`src/hw/rtl/ipd_pkg.sv`:
```
// Package for the incremental PD speed regulator.
// Holds field widths, register indexes and fixed constants shared by the RTL.
// No dependencies.
package ipd_pkg;

    // Field and register widths
    localparam int SPEED_W   = 14;
    localparam int DIV_W     = 12;
    localparam int DRIVE_W   = 16;
    localparam int CFG_IDX_W = 2;
    localparam int CFG_DAT_W = 14;
    localparam int S_DATA_W  = 16;
    localparam int M_DATA_W  = 32;

    // Fraction bits appended to each dividend, and the quotient width of the divider
    localparam int FRAC_SHIFT = 16;
    localparam int QUO_W      = SPEED_W + FRAC_SHIFT;

    // Drive ceiling
    localparam logic signed [DRIVE_W-1:0] DRIVE_CEILING = 16'sd800;

    // Reset values of the configuration registers
    localparam logic [SPEED_W-1:0] TARGET_RESET = '0;
    localparam logic [DIV_W-1:0]   PROP_RESET   = 12'd2048;
    localparam logic [DIV_W-1:0]   DERIV_RESET  = 12'd256;

    // Configuration register indexes
    typedef enum logic [CFG_IDX_W-1:0] {
        CFG_TARGET = 2'd0,
        CFG_PROP   = 2'd1,
        CFG_DERIV  = 2'd2
    } cfg_index_t;

    // Input item kinds
    localparam logic KIND_MEASURE = 1'b0;
    localparam logic KIND_RESTART = 1'b1;

endpackage

```
`src/hw/rtl/incremental_pd_speed_regulator.sv`:
```
// Top level of the incremental PD speed regulator.
// Depends on ipd_pkg for widths, register indexes and constants.
//
// Usage:
//   Input beats arrive on the s_ channel: tuser carries the kind (measurement
//   tick or restart) and tdata carries the measured speed. Every input beat
//   yields exactly one result beat on the m_ channel with the drive level and
//   the reported speed. Registers are written through the cfg_ channel, which
//   is always ready; write them only while the block is idle.
//   A measurement beat runs two serial divisions on one shared restoring
//   divider, one quotient bit per cycle, then a scaling and clamping state
//   (ST_SCALE) and an output load state (ST_OUT). s_tready rises in the same
//   cycle as the result shows, so the next beat can be taken once the result
//   is loaded. A restart beat needs no division and goes straight to the
//   output load state.
//   The block works on one item at a time; s_tready is high only in the idle
//   state. A result waits in the output register while m_tready is low, and a
//   finished result is held back until the previous one has been taken.
//   Reset (aresetn low, synchronous) clears the drive level and the previous
//   measurement, restores the register defaults and empties the output.
module incremental_pd_speed_regulator
    import ipd_pkg::*;
(
    input  logic                  aclk,
    input  logic                  aresetn,
    // Configuration write channel
    input  logic                  cfg_valid,
    output logic                  cfg_ready,
    input  logic [CFG_IDX_W-1:0]  cfg_addr,
    input  logic [CFG_DAT_W-1:0]  cfg_data,
    // Input channel
    input  logic                  s_tvalid,
    output logic                  s_tready,
    input  logic [S_DATA_W-1:0]   s_tdata,   // [13:0] measured_speed, [15:14] zero
    input  logic                  s_tuser,   // [0] kind
    // Result channel
    output logic                  m_tvalid,
    input  logic                  m_tready,
    output logic [M_DATA_W-1:0]   m_tdata    // [15:0] drive_level, [31:16] reported_speed
);

    localparam int DIV_STEPS = QUO_W;
    localparam int CNT_W     = $clog2(DIV_STEPS);
    localparam int REM_W     = DIV_W + 1;
    localparam int TERM_W    = QUO_W + 2;
    localparam int SUM_W     = TERM_W + 1;
    localparam int DELTA_W   = SUM_W - 8;
    localparam int NEXT_W    = DELTA_W + 1;

    typedef enum logic [2:0] {
        ST_IDLE,
        ST_DIV,
        ST_SCALE,
        ST_OUT
    } state_t;

    // Control state
    state_t                   state_reg, state_next;
    logic                     phase_reg, phase_next;
    logic [CNT_W-1:0]         cnt_reg, cnt_next;
    logic                     m_tvalid_reg, m_tvalid_next;

    // Configuration and regulator state
    logic [SPEED_W-1:0]       target_reg;
    logic [DIV_W-1:0]         prop_reg;
    logic [DIV_W-1:0]         deriv_reg;
    logic signed [DRIVE_W-1:0] drive_reg, drive_next;
    logic [SPEED_W-1:0]       prev_reg, prev_next;

    // Divider and datapath registers
    logic [REM_W-1:0]         rem_reg, rem_next;
    logic [QUO_W-1:0]         quo_reg, quo_next;
    logic [DIV_W-1:0]         q_reg, q_next;
    logic                     neg_reg, neg_next;
    logic signed [SUM_W-1:0]  sum_reg, sum_next;
    logic [SPEED_W-1:0]       meas_reg, meas_next;
    logic [M_DATA_W-1:0]      m_tdata_reg, m_tdata_next;

    // Combinational helpers
    logic                     s_accept;
    logic signed [SPEED_W:0]  diff_p, diff_d;
    logic [REM_W-1:0]         shifted;
    logic                     ge;
    logic [QUO_W-1:0]         quo_step;
    logic signed [TERM_W-1:0] term;
    logic [SUM_W-1:0]         sum_mag;
    logic [DELTA_W-1:0]       delta_mag;
    logic signed [DELTA_W-1:0] delta;
    logic signed [NEXT_W-1:0] drive_wide;
    logic signed [DRIVE_W-1:0] drive_clamped, report;

    // A zero divisor acts as the smallest step
    function automatic logic [DIV_W-1:0] eff_div(input logic [DIV_W-1:0] q);
        return (q == '0) ? DIV_W'(1) : q;
    endfunction

    // Magnitude of a signed speed difference
    function automatic logic [SPEED_W-1:0] mag_of(input logic signed [SPEED_W:0] d);
        logic signed [SPEED_W:0] m;
        m = d[SPEED_W] ? -d : d;
        return m[SPEED_W-1:0];
    endfunction

    assign s_accept  = s_tvalid && s_tready;
    assign s_tready  = (state_reg == ST_IDLE);
    assign cfg_ready = 1'b1;
    assign m_tvalid  = m_tvalid_reg;
    assign m_tdata   = m_tdata_reg;

    // Speed differences for the two terms
    assign diff_p = $signed({1'b0, target_reg}) - $signed({1'b0, s_tdata[SPEED_W-1:0]});
    assign diff_d = $signed({1'b0, prev_reg}) - $signed({1'b0, meas_reg});

    // One restoring division step
    assign shifted  = {rem_reg[DIV_W-1:0], quo_reg[QUO_W-1]};
    assign ge       = (shifted >= {1'b0, q_reg});
    assign quo_step = {quo_reg[QUO_W-2:0], ge};
    assign term     = neg_reg ? -$signed({2'b00, quo_step}) : $signed({2'b00, quo_step});

    // Scale the sum to an integer, truncating toward zero, then accumulate
    assign sum_mag    = sum_reg[SUM_W-1] ? SUM_W'(-sum_reg) : SUM_W'(sum_reg);
    assign delta_mag  = sum_mag[SUM_W-1:8];
    assign delta      = sum_reg[SUM_W-1] ? -$signed(delta_mag) : $signed(delta_mag);
    assign drive_wide = NEXT_W'(drive_reg) + NEXT_W'(delta);

    always_comb begin
        if (drive_wide >= NEXT_W'(DRIVE_CEILING)) begin
            drive_clamped = DRIVE_CEILING;
        end else if (drive_wide < -$signed(NEXT_W'(32768))) begin
            drive_clamped = {1'b1, {(DRIVE_W-1){1'b0}}};
        end else begin
            drive_clamped = drive_wide[DRIVE_W-1:0];
        end
    end

    assign report = (drive_reg == '0) ? DRIVE_W'(1) : drive_reg;

    // Sequencer and datapath next values
    always_comb begin
        state_next    = state_reg;
        phase_next    = phase_reg;
        cnt_next      = cnt_reg;
        m_tvalid_next = m_tvalid_reg;
        drive_next    = drive_reg;
        prev_next     = prev_reg;
        rem_next      = rem_reg;
        quo_next      = quo_reg;
        q_next        = q_reg;
        neg_next      = neg_reg;
        sum_next      = sum_reg;
        meas_next     = meas_reg;
        m_tdata_next  = m_tdata_reg;

        if (m_tvalid_reg && m_tready) begin
            m_tvalid_next = 1'b0;
        end

        unique case (state_reg)
            ST_IDLE: begin
                if (s_accept) begin
                    meas_next = s_tdata[SPEED_W-1:0];
                    if (s_tuser == KIND_RESTART) begin
                        drive_next = DRIVE_W'(target_reg);
                        prev_next  = '0;
                        state_next = ST_OUT;
                    end else begin
                        // Start the proportional division
                        rem_next   = '0;
                        quo_next   = {mag_of(diff_p), {FRAC_SHIFT{1'b0}}};
                        neg_next   = diff_p[SPEED_W];
                        q_next     = eff_div(prop_reg);
                        phase_next = 1'b0;
                        cnt_next   = '0;
                        state_next = ST_DIV;
                    end
                end
            end
            ST_DIV: begin
                rem_next = ge ? (shifted - {1'b0, q_reg}) : shifted;
                quo_next = quo_step;
                cnt_next = cnt_reg + CNT_W'(1);
                if (cnt_reg == CNT_W'(DIV_STEPS - 1)) begin
                    cnt_next = '0;
                    if (!phase_reg) begin
                        // Keep the proportional term, start the derivative one
                        sum_next   = SUM_W'(term);
                        rem_next   = '0;
                        quo_next   = {mag_of(diff_d), {FRAC_SHIFT{1'b0}}};
                        neg_next   = diff_d[SPEED_W];
                        q_next     = eff_div(deriv_reg);
                        phase_next = 1'b1;
                    end else begin
                        sum_next   = sum_reg + SUM_W'(term);
                        state_next = ST_SCALE;
                    end
                end
            end
            ST_SCALE: begin
                drive_next = drive_clamped;
                prev_next  = meas_reg;
                state_next = ST_OUT;
            end
            ST_OUT: begin
                if (!m_tvalid_reg || m_tready) begin
                    m_tdata_next  = {report, drive_reg};
                    m_tvalid_next = 1'b1;
                    state_next    = ST_IDLE;
                end
            end
            default: begin
                state_next = ST_IDLE;
            end
        endcase
    end

    // State, registered outputs and regulator state
    always_ff @(posedge aclk) begin
        if (!aresetn) begin
            state_reg    <= ST_IDLE;
            phase_reg    <= 1'b0;
            cnt_reg      <= '0;
            m_tvalid_reg <= 1'b0;
            drive_reg    <= '0;
            prev_reg     <= '0;
            target_reg   <= TARGET_RESET;
            prop_reg     <= PROP_RESET;
            deriv_reg    <= DERIV_RESET;
        end else begin
            state_reg    <= state_next;
            phase_reg    <= phase_next;
            cnt_reg      <= cnt_next;
            m_tvalid_reg <= m_tvalid_next;
            drive_reg    <= drive_next;
            prev_reg     <= prev_next;
            if (cfg_valid && cfg_ready) begin
                unique case (cfg_addr)
                    CFG_TARGET: target_reg <= cfg_data[SPEED_W-1:0];
                    CFG_PROP:   prop_reg   <= cfg_data[DIV_W-1:0];
                    CFG_DERIV:  deriv_reg  <= cfg_data[DIV_W-1:0];
                    default: ;
                endcase
            end
        end
    end

    // Datapath payload registers
    always_ff @(posedge aclk) begin
        rem_reg     <= rem_next;
        quo_reg     <= quo_next;
        q_reg       <= q_next;
        neg_reg     <= neg_next;
        sum_reg     <= sum_next;
        meas_reg    <= meas_next;
        m_tdata_reg <= m_tdata_next;
    end

`ifndef NO_ASSERTIONS
    // An accepted beat always starts work that blocks the next one
    assert property (@(posedge aclk) disable iff (!aresetn)
        s_accept |=> !s_tready)
        else $error("input accepted on two consecutive cycles");

    // The remainder stays below the divisor throughout a division
    assert property (@(posedge aclk) disable iff (!aresetn)
        (state_reg == ST_DIV) |-> (rem_reg < {1'b0, q_reg}))
        else $error("divider remainder out of range");

    // The divider never sees a zero divisor
    assert property (@(posedge aclk) disable iff (!aresetn)
        (state_reg == ST_DIV) |-> (q_reg != '0))
        else $error("zero divisor in divider");

    // A zero drive level is reported as speed one
    assert property (@(posedge aclk) disable iff (!aresetn)
        m_tvalid |-> (m_tdata[15:0] != '0 || m_tdata[31:16] == 16'd1))
        else $error("zero drive not reported as one");

    // A result is never overwritten before it has been taken
    assert property (@(posedge aclk) disable iff (!aresetn)
        (m_tvalid && !m_tready) |=> (m_tvalid && $stable(m_tdata)))
        else $error("pending result lost");
`endif

endmodule

```
`config.mk`:
```
export PLATFORM = sky130hd
export DESIGN_NAME = incremental_pd_speed_regulator
export DESIGN_NICKNAME = d
export VERILOG_FILES = /design/src/hw/rtl/ipd_pkg.sv /design/src/hw/rtl/incremental_pd_speed_regulator.sv
export SDC_FILE = /design/constraint.sdc
export NUM_CORES = 1
export LEC_CHECK = 0
export BUFFER_PORTS_ARGS = -buffer_cell sky130_fd_sc_hd__buf_2
export CORE_MARGIN = 10
export CORE_UTILIZATION = 55
export CTS_CLUSTER_SIZE = 40
export DETAILED_ROUTE_END_ITERATION = 10
export HOLD_SLACK_MARGIN = 0.15
export PLACE_DENSITY = 0.79
export RECOVER_POWER = 100
export SLEW_MARGIN = 20
export SYNTH_ARGS = -nofsm -noshare
export SYNTH_HDL_FRONTEND = slang
export SYNTH_SLANG_ARGS = --single-unit
```
`constraint.sdc`:
```
create_clock -name aclk -period 6.85 [get_ports aclk]
set_input_delay 1.37 -clock aclk [delete_from_list [all_inputs] [get_ports aclk]]
set_output_delay 1.37 -clock aclk [all_outputs]
set_load 0.05 [all_outputs]
```
==> impl_metrics.env <==
export IMPL_area_growth_pct=8.78
export IMPL_clock_sinks=211
export IMPL_num_rows=61
export IMPL_setup_tns_ns=0
export IMPL_synth_ff_type="edfxtp_1"
export IMPL_slew_viol_final=205
export IMPL_final_cell_area_um2=16800
export IMPL_synth_top_area_share_pct=26.1
export IMPL_crit_chain="nor4_1 > buf_4 > nand2_1 > o21ai_0 > xor2_1 > ha_1 > nand3b_1 > nor2_1 > o21ai_0 > nor3_1 > o21ai_0 > xnor2_1 > ha_1 > a21oi_1 > o21ai_0 > or2_2 > a311oi_1 > a211oi_1 > nor4_1 > nand3_1 > a2bb2oi_1 > or3_2 > a21oi_1"
export IMPL_synth_area_um2=15400
export IMPL_fin_total_pwr_mw=6.32
export IMPL_ios=73
export IMPL_dp_cells=2090
export IMPL_syn_inst=1707
export IMPL_path_clk_slew_ns=0.06
export IMPL_regArea_um2=5570
export IMPL_drtIter0Drc=1002
export IMPL_use_met2_pct=35.6
export IMPL_drt_pre_antenna_iters=5
export IMPL_worst_pin_slew_ns=2.89
export IMPL_diodes=0
export IMPL_path_buf_inv=1
export IMPL_synth_most_common_cell="nand2_1"
export IMPL_multi_input_area_um2=9230
export IMPL_min_path_type="reg2reg"
export IMPL_timing_final_crit_period_ns=6.30
export IMPL_holdWs_ns=0.474
export IMPL_critPathLaunchType="flop"
export IMPL_ys_ff_latch=211
export IMPL_pre_cts_ws_ns=0.693
export IMPL_cp_common_cell="o21ai_0"
export IMPL_hold_viol=0
export IMPL_crit_fanout=11
export IMPL_synthTopCellsByArea="edfxtp_1, dfxtp_1, ha_1, xnor2_1, nand2_1"
export IMPL_dieHeight_um=188
export IMPL_dp_hpwl_um=28700
export IMPL_rsz0062_at_grt="no"
export IMPL_numCtsBuffers=24
export IMPL_antenna_found_initial=0
export IMPL_crit_type="reg2reg"
export IMPL_place_congestion=0.948
export IMPL_fmax_mhz=159
export IMPL_hold_buffers=0
export IMPL_grt_pass1_vias=12700
export IMPL_async_reset_ff_share_pct=0
export IMPL_slew_headroom_pct=-92.4
export IMPL_synth_top_cell_by_area="edfxtp_1"
export IMPL_yosysUniqueCellTypes=85
export IMPL_syn_avg_cell_area_um2=9.05
export IMPL_port_buffers=69
export IMPL_powerDensity_nw_per_um2=376
export IMPL_p_leak_nw=6.42
export IMPL_synthesis_nets=1860
export IMPL_synth_warnings=0
export IMPL_start_util_pct=55.7
export IMPL_fin_util_pct=60.6
export IMPL_violations="max-capacitance violations, max-slew violations"
export IMPL_top_usage_layer="met2"
export IMPL_critPathArrivalTime_ns=6.76
export IMPL_largest_reg_flops=33
export IMPL_die_w_um=188
export IMPL_peakVddDrop_v=0.000215
export IMPL_clock_path_buffers=3
export IMPL_fillers=2413
export IMPL_grtUsageMet3_pct=2.86
export IMPL_placed_cell_area_um2=16100
export IMPL_grt_max_degree=80
export IMPL_cp_slowest_cell="or3_2"
export IMPL_post_cts_buffers=0
export IMPL_layout_nets=1891
export IMPL_wl_per_cell_um=18.0
export IMPL_setup_viol=0
export IMPL_cp_data_required_time_ns=7.30
export IMPL_maxCapViolations=4
export IMPL_routed_wl_um=38400
export IMPL_vias_per_cell=6.10
export IMPL_clockRootBuffer="clkbuf_16"
export IMPL_end_kind="flop"
export IMPL_htreeDepth=1
export IMPL_overflow=0
export IMPL_synth_edf_count=134
export IMPL_fin_ws_ns=0.550
export IMPL_clk_latency_ns=0.54
export IMPL_drive_above_1_share_pct=7.40
export IMPL_antenna_left=0
export IMPL_track_usage_pct=21.1
export IMPL_period_share_pct=92.0
export IMPL_core_um2=27700
export IMPL_seq_area_frac_synth_pct=36.0
export IMPL_slowest_delay_ns=0.53
export IMPL_crit_family="simple AND/OR/NAND/NOR gates"
export IMPL_vias=13000
export IMPL_grt_util_met1_pct=27.2
export IMPL_synth_common_cells="nand2_1, edfxtp_1, a21oi_1"
export IMPL_dieArea_um2=35200
export IMPL_fin_skew_ns=0.0183
export IMPL_stdcell_count=2134
export IMPL_cts_tree="done"
export IMPL_cts_resized=0
export IMPL_grt_pass1_wl_um=63300
export IMPL_route_detailed_drc=0
export IMPL_status="finished, violations left"
[metal layers]
layer / wire, µm / vias up
li1: - / 6348
met1: 16700 / 6147
met2: 18200 / 425
met3: 2300 / 100
met4: 1250 / 0
met5: 0 / -
[cell families (layout without fill, tap and decap cells)]
family                     count (synthesis)  count (layout)  share of synthesized area (%)
AOI/OAI and AO/OA                        464             464                           19.9
buffers and inverters                    163             212                           4.19
xor gates and xnor gates                 156             156                           8.85
DFF                                      211             211                           36.0
adders and majority gates                115             115                           9.56
muxes                                     45              45                           3.16
other                                      1               1                         0.0243
and+or+nand+nor                          552             552                           18.3
[layout by cell type (no fill, tap or decap), drive strengths merged, types with 14 or more instances in the layout]
| cell | instances |
|---|---|
| xnor2 | 108 |
| nand2 | 170 |
| a21boi | 46 |
| o31ai | 14 |
| buf | 29 |
| ha | 110 |
| nor2 | 95 |
| dfxtp | 77 |
| and3 | 25 |
| a31oi | 18 |
| nand4 | 18 |
| mux2 | 30 |
| xor2 | 48 |
| inv | 82 |
| o211ai | 14 |
| nand3 | 43 |
| nor3 | 36 |
| or3 | 22 |
| a21o | 24 |
| nor2b | 37 |
| a211oi | 16 |
| o21ai | 96 |
| clkbuf | 84 |
| nor4 | 24 |
| mux2i | 15 |
| a22oi | 16 |
| edfxtp | 134 |
| o21a | 22 |
| a21oi | 116 |
[final cells by class]
class                           instances  share of cell area, %
Clock buffer                           29                   3.81
Clock inverter                         15                   1.18
Inverter                               84                   1.88
Multi-Input combinational cell       1333                   55.0
Sequential cell                       211                   33.1
Tap cell                              378                   2.82
Timing Repair Buffer                   84                   2.20
[power by group]
group	switching, mW	internal [mW]	total (mW)
Clock	0.535	0.852	1.39
Sequential	0.210	1.71	1.92
Combinational	1.81	1.21	3.02
[tightest hold or removal path: cells and delay by family, from the launching register on]
| family | cells | cell delay [ns] |
|---|---|---|
| AO/OA/AOI/OAI | 1 | 0.06 |
| flip-flops | 1 | 0.31 |
| AND/OR/NAND/NOR | 1 | 0.05 |
[worst paths after layout]
kind	cells after the start	startpoint	endpoint	slack [ns]
max	23	sum_reg[2]	drive_reg[2]	0.55
min	2	prop_reg[0]	prop_reg[0]	0.47
max reg2reg	23	sum_reg[2]	drive_reg[2]	0.55
min reg2reg	2	prop_reg[0]	prop_reg[0]	0.47
Power figures use the tool's default switching activity.
